<file path="src/rtl/mlfq_pkg.sv">
package mlfq_pkg;

  localparam int LEVELS = 3;
  localparam int TW = 17;
  localparam int AW = 16;
  localparam int BW = 12;
  localparam int LW = 2;

  localparam logic [LW-1:0] LVL_TOP = 2'd0;
  localparam logic [LW-1:0] LVL_MID = 2'd1;
  localparam logic [LW-1:0] LVL_LOW = 2'd2;

  localparam logic [1:0] REG_QTOP = 2'd0;
  localparam logic [1:0] REG_QMID = 2'd1;
  localparam logic [1:0] REG_QLOW = 2'd2;

  typedef struct packed {
    logic          load;
    logic [AW-1:0] arrival;
    logic [BW-1:0] burst;
    logic [TW-1:0] now;
    logic [BW-1:0] quantum;
    logic          shift;
    logic          clear;
  } cell_ctrl_t;

  typedef struct packed {
    logic [LEVELS-1:0] ready;
    logic              fin;
    logic              done_next;
    logic [AW-1:0]     arrival;
    logic [TW-1:0]     turn;
    logic [TW-1:0]     resp;
  } cell_stat_t;

  typedef struct packed {
    logic [TW-1:0] turn;
    logic [TW-1:0] resp;
  } cell_res_t;

endpackage

</file>
<file path="src/rtl/mlfq_cell.sv">
module mlfq_cell import mlfq_pkg::*; (
  input  logic       clk,
  input  logic       rst,
  input  cell_ctrl_t ctrl,
  input  logic       load_sel,
  input  logic       run,
  input  cell_res_t  from_next,
  output cell_res_t  to_prev,
  output cell_stat_t stat
);

  logic [AW-1:0] arrival;
  logic [BW-1:0] burst;
  logic [BW-1:0] ticks_run;
  logic [BW-1:0] level_ticks;
  logic [LW-1:0] level;
  logic          fin;
  logic          started;
  logic [TW-1:0] turn;
  logic [TW-1:0] resp;

  logic [BW-1:0] ticks_next;
  logic [BW-1:0] lvt_next;
  logic [BW-1:0] need;
  logic          arrived;

  assign ticks_next = ticks_run + 1'b1;
  assign lvt_next = level_ticks + 1'b1;
  assign need = (burst == '0) ? BW'(1) : burst;
  assign arrived = ({1'b0, arrival} <= ctrl.now);

  always_comb begin
    for (int l = 0; l < LEVELS; l++) begin
      stat.ready[l] = !fin && (level == LW'(l)) && arrived;
    end
  end
  assign stat.fin = fin;
  assign stat.done_next = (ticks_next >= need);
  assign stat.arrival = arrival;
  assign stat.turn = turn;
  assign stat.resp = resp;
  assign to_prev.turn = turn;
  assign to_prev.resp = resp;

  always_ff @(posedge clk) begin
    if (ctrl.load && load_sel) begin
      arrival <= ctrl.arrival;
      burst <= ctrl.burst;
    end
  end

  always_ff @(posedge clk) begin
    if (rst || ctrl.clear) begin
      ticks_run <= '0;
      level_ticks <= '0;
      level <= LVL_TOP;
      fin <= 1'b0;
      started <= 1'b0;
      turn <= '0;
      resp <= '0;
    end else if (ctrl.shift) begin
      turn <= from_next.turn;
      resp <= from_next.resp;
    end else if (run) begin
      if (!started) begin
        started <= 1'b1;
        resp <= ctrl.now - {1'b0, arrival};
      end
      ticks_run <= ticks_next;
      if (ticks_next >= need) begin
        fin <= 1'b1;
        level_ticks <= lvt_next;
        turn <= ctrl.now + 1'b1 - {1'b0, arrival};
      end else if (lvt_next >= ctrl.quantum) begin
        level_ticks <= '0;
        if (level != LVL_LOW) level <= level + 1'b1;
      end else begin
        level_ticks <= lvt_next;
      end
    end
  end

endmodule

</file>
<file path="src/rtl/mlfq_pick.sv">
module mlfq_pick #(
  parameter int N = 16,
  parameter int IW = 4
) (
  input  logic [N-1:0]  req,
  input  logic [IW-1:0] ptr,
  output logic          found,
  output logic [IW-1:0] idx
);

  logic [N-1:0]  masked;
  logic [IW-1:0] idx_m;
  logic [IW-1:0] idx_a;

  always_comb begin
    for (int i = 0; i < N; i++) begin
      masked[i] = req[i] && (i >= int'(ptr));
    end
    idx_m = '0;
    idx_a = '0;
    for (int i = N - 1; i >= 0; i--) begin
      if (masked[i]) idx_m = IW'(i);
      if (req[i]) idx_a = IW'(i);
    end
    found = |req;
    idx = (|masked) ? idx_m : idx_a;
  end

endmodule

</file>
<file path="src/rtl/multilevel_feedback_queue_sim_top.sv">
// Loading: one job item per cycle while busy is low.
// After the marked item, busy stays high for the simulation: each scheduled tick,
// each scan that jumps over idle time to the earliest pending arrival, and a final step.
// Results then appear one per cycle, one for each loaded job; busy drops with the last one.
// Results cannot be stalled. Synchronous reset restores quanta 10/20/40.
module multilevel_feedback_queue_sim_top import mlfq_pkg::*; #(
  parameter int MAX_JOBS = 16
) (
  input  logic        clk,
  input  logic        rst,
  input  logic        start,
  output logic        busy,
  input  logic [15:0] job_arrival,
  input  logic [11:0] job_burst,
  input  logic        last_job,
  output logic        result_valid,
  output logic [3:0]  job_number,
  output logic [16:0] turnaround,
  output logic [16:0] response,
  output logic        last_result,
  input  logic        psel,
  input  logic        penable,
  input  logic        pwrite,
  input  logic [3:0]  paddr,
  input  logic [31:0] pwdata,
  output logic [31:0] prdata,
  output logic        pready
);

  localparam int IW = (MAX_JOBS > 1) ? $clog2(MAX_JOBS) : 1;
  localparam int CW = $clog2(MAX_JOBS + 1);

  localparam logic [1:0] S_LOAD = 2'd0;
  localparam logic [1:0] S_RUN  = 2'd1;
  localparam logic [1:0] S_SCAN = 2'd2;
  localparam logic [1:0] S_OUT  = 2'd3;

  logic [1:0]    state;
  logic [BW-1:0] quantum_top, quantum_mid, quantum_low;
  logic [CW-1:0] job_count;
  logic [CW-1:0] remaining;
  logic [TW-1:0] sim_time;
  logic [IW-1:0] level_pointer [LEVELS];
  logic [IW-1:0] k;
  logic          any;
  logic [AW-1:0] min_arr;

  cell_ctrl_t    ctrl;
  cell_stat_t    stat [MAX_JOBS];
  cell_res_t     chain [MAX_JOBS+1];
  logic [MAX_JOBS-1:0] run_vec;
  logic [MAX_JOBS-1:0] ready_l [LEVELS];
  logic [LEVELS-1:0]   found_l;
  logic [IW-1:0]       idx_l [LEVELS];

  logic          accept;
  logic          pick;
  logic [LW-1:0] lv;
  logic [IW-1:0] c;
  logic [BW-1:0] q_raw;
  logic          cand;
  logic          wr;

  assign pready = 1'b1;
  assign busy = (state != S_LOAD);
  assign accept = start && !busy;
  assign wr = psel && penable && pwrite;

  always_ff @(posedge clk) begin
    if (rst) begin
      quantum_top <= 12'd10;
      quantum_mid <= 12'd20;
      quantum_low <= 12'd40;
    end else if (wr) begin
      case (paddr[3:2])
        REG_QTOP: quantum_top <= pwdata[BW-1:0];
        REG_QMID: quantum_mid <= pwdata[BW-1:0];
        REG_QLOW: quantum_low <= pwdata[BW-1:0];
        default: ;
      endcase
    end
  end

  always_comb begin
    case (paddr[3:2])
      REG_QTOP: prdata = {20'd0, quantum_top};
      REG_QMID: prdata = {20'd0, quantum_mid};
      REG_QLOW: prdata = {20'd0, quantum_low};
      default:  prdata = '0;
    endcase
  end

  genvar g;
  generate
    for (g = 0; g < MAX_JOBS; g++) begin : g_cell
      for (genvar l = 0; l < LEVELS; l++) begin : g_rdy
        assign ready_l[l][g] = stat[g].ready[l] && (job_count > CW'(g));
      end
      mlfq_cell u_cell (
        .clk(clk), .rst(rst), .ctrl(ctrl),
        .load_sel(job_count == CW'(g)),
        .run(run_vec[g]),
        .from_next(chain[g+1]),
        .to_prev(chain[g]),
        .stat(stat[g])
      );
    end
    for (g = 0; g < LEVELS; g++) begin : g_pick
      mlfq_pick #(.N(MAX_JOBS), .IW(IW)) u_pick (
        .req(ready_l[g]), .ptr(level_pointer[g]),
        .found(found_l[g]), .idx(idx_l[g])
      );
    end
  endgenerate
  assign chain[MAX_JOBS] = '0;

  always_comb begin
    pick = |found_l;
    if (found_l[0]) begin
      lv = LVL_TOP; c = idx_l[0]; q_raw = quantum_top;
    end else if (found_l[1]) begin
      lv = LVL_MID; c = idx_l[1]; q_raw = quantum_mid;
    end else begin
      lv = LVL_LOW; c = idx_l[2]; q_raw = quantum_low;
    end
  end

  always_comb begin
    ctrl.load = accept && (job_count < CW'(MAX_JOBS));
    ctrl.arrival = job_arrival;
    ctrl.burst = job_burst;
    ctrl.now = sim_time;
    ctrl.quantum = (q_raw == '0) ? BW'(1) : q_raw;
    ctrl.shift = (state == S_OUT) && (CW'(k) + 1'b1 != job_count);
    ctrl.clear = (state == S_OUT) && (CW'(k) + 1'b1 == job_count);
    for (int i = 0; i < MAX_JOBS; i++) begin
      run_vec[i] = (state == S_RUN) && (remaining != '0) && pick && (c == IW'(i));
    end
  end

  assign cand = !stat[k].fin && (!any || stat[k].arrival < min_arr);

  always_ff @(posedge clk) begin
    if (rst) begin
      state <= S_LOAD;
      job_count <= '0;
      remaining <= '0;
      sim_time <= '0;
      k <= '0;
      any <= 1'b0;
      result_valid <= 1'b0;
      for (int l = 0; l < LEVELS; l++) level_pointer[l] <= '0;
    end else begin
      result_valid <= 1'b0;
      case (state)
        S_LOAD: begin
          if (accept) begin
            if (ctrl.load) job_count <= job_count + 1'b1;
            if (last_job) begin
              state <= S_RUN;
              remaining <= ctrl.load ? job_count + 1'b1 : job_count;
            end
          end
        end
        S_RUN: begin
          if (remaining == '0) begin
            state <= S_OUT;
            k <= '0;
          end else if (pick) begin
            sim_time <= sim_time + 1'b1;
            if (stat[c].done_next) remaining <= remaining - 1'b1;
            level_pointer[lv] <= (CW'(c) + 1'b1 == job_count) ? '0 : c + 1'b1;
          end else begin
            state <= S_SCAN;
            k <= '0;
            any <= 1'b0;
          end
        end
        S_SCAN: begin
          if (cand) begin
            min_arr <= stat[k].arrival;
            any <= 1'b1;
          end
          if (CW'(k) + 1'b1 == job_count) begin
            sim_time <= {1'b0, cand ? stat[k].arrival : min_arr};
            state <= S_RUN;
          end
          k <= k + 1'b1;
        end
        S_OUT: begin
          result_valid <= 1'b1;
          job_number <= 4'(k);
          turnaround <= stat[0].turn;
          response <= stat[0].resp;
          last_result <= (CW'(k) + 1'b1 == job_count);
          k <= k + 1'b1;
          if (CW'(k) + 1'b1 == job_count) begin
            state <= S_LOAD;
            job_count <= '0;
            sim_time <= '0;
            for (int l = 0; l < LEVELS; l++) level_pointer[l] <= '0;
          end
        end
        default: state <= S_LOAD;
      endcase
    end
  end

endmodule
</file>
<file path="config.mk">
export PLATFORM = sky130hd
export DESIGN_NAME = multilevel_feedback_queue_sim_top
export DESIGN_NICKNAME = d
export VERILOG_FILES = /design/src/rtl/mlfq_pkg.sv /design/src/rtl/mlfq_cell.sv /design/src/rtl/mlfq_pick.sv /design/src/rtl/multilevel_feedback_queue_sim_top.sv
export SDC_FILE = /design/constraint.sdc
export NUM_CORES = 2
export LEC_CHECK = 0
export BUFFER_PORTS_ARGS = -buffer_cell sky130_fd_sc_hd__buf_2
export CAP_MARGIN = 20
export CORE_MARGIN = 2
export CORE_UTILIZATION = 29
export DETAILED_ROUTE_END_ITERATION = 10
export GPL_TIMING_DRIVEN = 0
export PLACE_DENSITY_LB_ADDON = 0.1
export SLEW_MARGIN = 20
export SYNTH_ARGS = -nofsm -noshare
export SYNTH_HDL_FRONTEND = slang
export SYNTH_HIERARCHICAL = 1
export SYNTH_SLANG_ARGS = --single-unit
</file>
<file path="constraint.sdc">
create_clock -name clk -period 8.91 [get_ports clk]
set_input_delay 1.782 -clock clk [delete_from_list [all_inputs] [get_ports clk]]
set_output_delay 1.782 -clock clk [all_outputs]
set_load 0.01 [all_outputs]
</file>
# After elaboration in Yosys (flattened, before gate mapping)
# Memory sizes are Yosys's and may differ from the RTL's.
# Cells that the tools add are included.
# totals
register_bits,1566
latch_bits,0
mem_bits_rw,12
mem_bits_ro,0
in_bits,71
output_inout_bits,74
elab_cells,1218
n_memories,1
# mem_list
name,depth,word_bits,rd,rd_clocked_by_memory_dff,write_ports,line_no,text
level_pointer,3,4,3,0,3,multilevel_feedback_queue_sim_top.sv:43,logic [IW-1:0] level_pointer [LEVELS];
# op_classes
n_addsub,87
multipliers,0
div,0
n_lt_le_gt_ge,113
n_eq_ne,111
n_shift,0
mux,297
bitwise,24
n_reduce_logical,426
# op_table
operator,n
$mux W17,94
$mux W12,51
$sub A17 B16 Y17,32
$bmux W55 S4,2
$mux W4,105
$add A12 B1 Y12 const B,32
$ge A12 B12 Y1,32
$le A16 B17 Y1,16
$logic_and A1 B1 Y1,230
$logic_not A12 Y1,17
$reduce_and A2 Y1,54
$mux W52,2
$mux W51,2
$reduce_and A5 Y1,18
$ge A4 B4 Y1 const A,21
$reduce_or A16 Y1,5
$ne A2 B2 Y1 const B,38
$reduce_bool A2 Y1,35
$pmux W17 S3,1
$reduce_and A3 Y1,17
$ge A3 B4 Y1 const A,12
$reduce_or A48 Y1,1
$eq A5 B4 Y1 const B,8
$gt A5 B4 Y1 const B,8
50 further kinds,225

# Depth between registers and ports, before layout
# depth
word_depth,31
ltp_mapped,32
mapped_depth_nobuf,29

# By module
# The synthesis kept the hierarchy.
# modules_own_cells
mod,instances,cells_each,area_each_um2,seq_area_each_um2
mlfq_cell at g_cell[13].u_cell ...,9,788,6806.5,2082.0
mlfq_cell at g_cell[0].u_cell ...,5,753,6475.0,2082.0
multilevel_feedback_queue_sim_top,1,995,9992.1,3433.3
mlfq_cell at g_cell[1].u_cell,1,788,6693.9,2082.0
mlfq_cell at g_cell[12].u_cell,1,737,6433.7,2082.0
mlfq_pick,3,104,610.6,0.0

# Worst setup path after synthesis
# Ideal clock, no wire load.
# synth_timing
path_kind,register to register
from,register sim_time[1]
to,register g_cell[0].u_cell.level_ticks[0]
setup_ps,70
t_arrival_ps,7466
t_required_ps,8840
path_slack_ps,1373
path_stages_with_launch,29
n_path_buf,3
synth_period_minus_slack_ps,7537
path_cell_list,dfxtp_1 > inv_1 > ha_1 > nor2b_1 > o21ai_0 > a21oi_1 > o21ai_0 > a31oi_1 > a211oi_1 > nor2_1 > and2_1 > nor4_1 > and2_1 > nand4_1 > buf_2 > clkbuf_1 > clkbuf_1 > o21ai_0 > nor3_1 > nand3_1 > o211ai_1 > ha_1 > nand2b_1 > a21o_1 > a211o_1 > a211oi_1 > nor3_1 > or3_1 > a21oi_1
# synth_rtl
element,line_no,text
"start, declared",multilevel_feedback_queue_sim_top.sv:42,logic [TW-1:0] sim_time;
"start signal, assigned",multilevel_feedback_queue_sim_top.sv:170,sim_time <= sim_time + 1'b1;
"start signal, assigned",multilevel_feedback_queue_sim_top.sv:185,"sim_time <= {1'b0, cand ? stat[k].arrival : min_arr};"
"end signal, assigned",mlfq_cell.sv:72,level_ticks <= lvt_next;
"end signal, assigned",mlfq_cell.sv:78,level_ticks <= lvt_next;
"end, declared",mlfq_cell.sv:15,logic [BW-1:0] level_ticks;

==> flow_metrics.tcl <==
set metrics [dict create \
    postLayoutCellArea_um2 135700 \
    power_density_nw_per_um2 148.9 \
    drc_errors 0 \
    start_util_pct 29.14 \
    worst_path_most_repeated_cell "and2_1" \
    period_needed_ns 8.611 \
    synthCells 13660 \
    nNetsFinal 15490 \
    dpl_cell_area_um2 128200 \
    required_ns 9.74 \
    drtIter0Drc 9487 \
    yosysWarnings 6 \
    port_buffers 101 \
    dieArea_um2 413200 \
    avgSynthCellArea_um2 8.666 \
    slew_violations 0 \
    ant_nets 0 \
    worstSetupPathType "flip-flop to flip-flop" \
    fmax_mhz 116.1 \
    dp_hpwl_um 426900 \
    wl_per_cell_um 27.24 \
    worst_pin_slew_ns 1.239 \
    netlist_area_um2 118300 \
    hold_path.class "flip-flop to flip-flop" \
    synthToLayoutAreaGrowth_pct 14.72 \
    n_fill_cell 42720 \
    cts_sinks 1578 \
    grt_max_degree 30 \
    htreeDepth 4 \
    finClkSkew_ns 0.06889 \
    cts_buffer_depth 4 \
    ios 145 \
    vdd_drop_max_v 0.0001538 \
    cts_buffers 207 \
    hold_viol_final 0 \
    clkLatencyLatePin_ns 0.96 \
    static-leakage-power_nw 53.93 \
    cts_tree "done" \
    setup_viol 0 \
    cp_max_fo 20 \
    clk_root_buffer_cell "clkbuf_16" \
    fin_util_pct 33.43 \
    vias 103000 \
    coreArea_um2 406100 \
    max_cap_violations 0 \
    crit_path_top_delay_cell "nor2b_1" \
    die_h_um 642.8 \
    drive_gt1_share_pct 11.55 \
    status "finished, final reports clean" \
    grt_pass1_vias 99000 \
    slowest_delay_ns 0.73 \
    die-width_um 642.8 \
    min_delay_path_depth 0 \
    totalWireLength_um 539300 \
    gp_congestion 0.9415 \
    relSlewSlack_pct 17.39 \
    cp_data_arrival_time_ns 9.44 \
    r2r_cells 25 \
    fin_crit_sh_pct 96.64 \
    grt_use_total_pct 25.22 \
    clkTransAtPathRegs_ns 0.06 \
    grt.overflow.total 0 \
    dr.pass1.iters 8 \
    rsz0062_at_grt "no" \
    start_kind "flip-flop" \
    cts-hold-fix-buffers 0 \
    rows 234 \
    grt_antenna_before_repair 67 \
    grt_pass1_wl_um 752900 \
    vias_per_cell 5.203 \
    worst_setup_path_end_kind "flip-flop" \
]
path summary, 6_finish.rpt:
path                                  start                               end  slack (ns)
hold reg to reg   g_cell[0].u_cell/turn[16]                    turnaround[16]        0.44
setup / recovery                sim_time[3]  g_cell[0].u_cell/level_ticks[11]        0.30
setup reg to reg                sim_time[3]  g_cell[0].u_cell/level_ticks[11]        0.30
hold / removal    g_cell[0].u_cell/turn[16]                    turnaround[16]        0.44
routing by layer:
layer  track usage, %  vias up  wire length [um]
li1                 -    48740                 -
met1            32.76    50420            231800
met2            42.04     3171            251700
met3            2.902      665             28880
met4            11.10        6             26780
met5                0        -                40
stage by stage:
step | setup TNS [ns] | power (mW) | hold WS [ns] | worst slack, ns | std cells
2_1_floorplan | 0 | 10.01 | 0.4001 | 1.373 | 13710
3_3_place_gp | -6355.05 | 11.60 | 0.4186 | -11.70 | 19240
3_5_place_dp | -333.51 | 11.62 | 0.4239 | -1.729 | 19330
4_1_cts | 0 | 20.37 | 0.4407 | 0.01499 | 19740
5_1_grt | 0 | 20.90 | 0.4519 | 0.005233 | 19760
6_report | 0 | 20.21 | 0.4353 | 0.2993 | 19800
sequential cells by signal (all words and copies together) (netlist names), 5 cells and up:
signal	flops
g_cell.u_cell/arrival	256
quantum_mid	12
g_cell.u_cell/resp	272
g_cell.u_cell/ticks_run	192
g_cell.u_cell/turn	272
g_cell.u_cell/started	16
g_cell.u_cell/level	32
quantum_low	12
g_cell.u_cell/level_ticks	192
level_pointer	12
turnaround	17
quantum_top	12
g_cell.u_cell/fin	16
remaining	5
sim_time	17
job_count	5
response	17
g_cell.u_cell/burst	192
min_arr	16
power by group:
| part | switching, mW | total (mW) | internal (mW) |
|---|---|---|---|
| Sequential | 0.271 | 7.96 | 7.69 |
| Combinational | 2.37 | 3.58 | 1.21 |
| Clock | 3.71 | 8.67 | 4.96 |
| Total | 6.34 | 20.2 | 13.9 |
layout make-up:
cell class | instances | area, um^2 | area share, %
Multi-Input combinational cell | 9521 | 70130 | 51.67
Sequential cell | 1578 | 36810 | 27.12
Tap cell | 5428 | 6792 | 5.003
Buffer | 1027 | 6175 | 4.549
Inverter | 1582 | 5941 | 4.376
Clock buffer | 277 | 5728 | 4.220
Timing Repair Buffer | 227 | 2958 | 2.179
Clock inverter | 108 | 1087 | 0.8010
Antenna cell | 48 | 120.1 | 0.08849
cell usage in the layout, fill, tap and decap left out, types with 107 or more instances in the layout:
master and n:
inv_1 1568, nor3_1 243, o221ai_1 129, o21ai_1 107, nor2_1 859, nor2b_1 167
clkbuf_16 211, or3_1 125, dfxtp_1 1046, clkbuf_1 380, a31oi_1 134, nand4_1 147
a211oi_1 134, xor2_1 333, a21oi_1 1006, buf_4 618, fa_1 240, and3_1 234
ha_1 1036, o21ai_0 418, nand2b_1 169, o211ai_1 224, xnor2_1 465, buf_2 141
edfxtp_1 515, nor4_1 147, nand2_1 1102, and2_1 137, o22ai_1 112, nand3_1 355
worst max-delay path: cells and delay by family, from the launching register on:
kind | cells | cell delay, ns
simple gates | 9 | 2.70
buf+inv | 7 | 2.27
compound gates | 5 | 1.30
mux | 2 | 0.87
flops | 1 | 0.65
fa+ha+maj | 2 | 0.64
timing repair:
action	4_1_cts	5_1_grt
pin swaps	4	1
cloned	0	0
endpoints found under the setup margin	447	265
setup buffers	24	10
resized for setup	23	52
No activity file was read; power rests on OpenSTA's default activity.
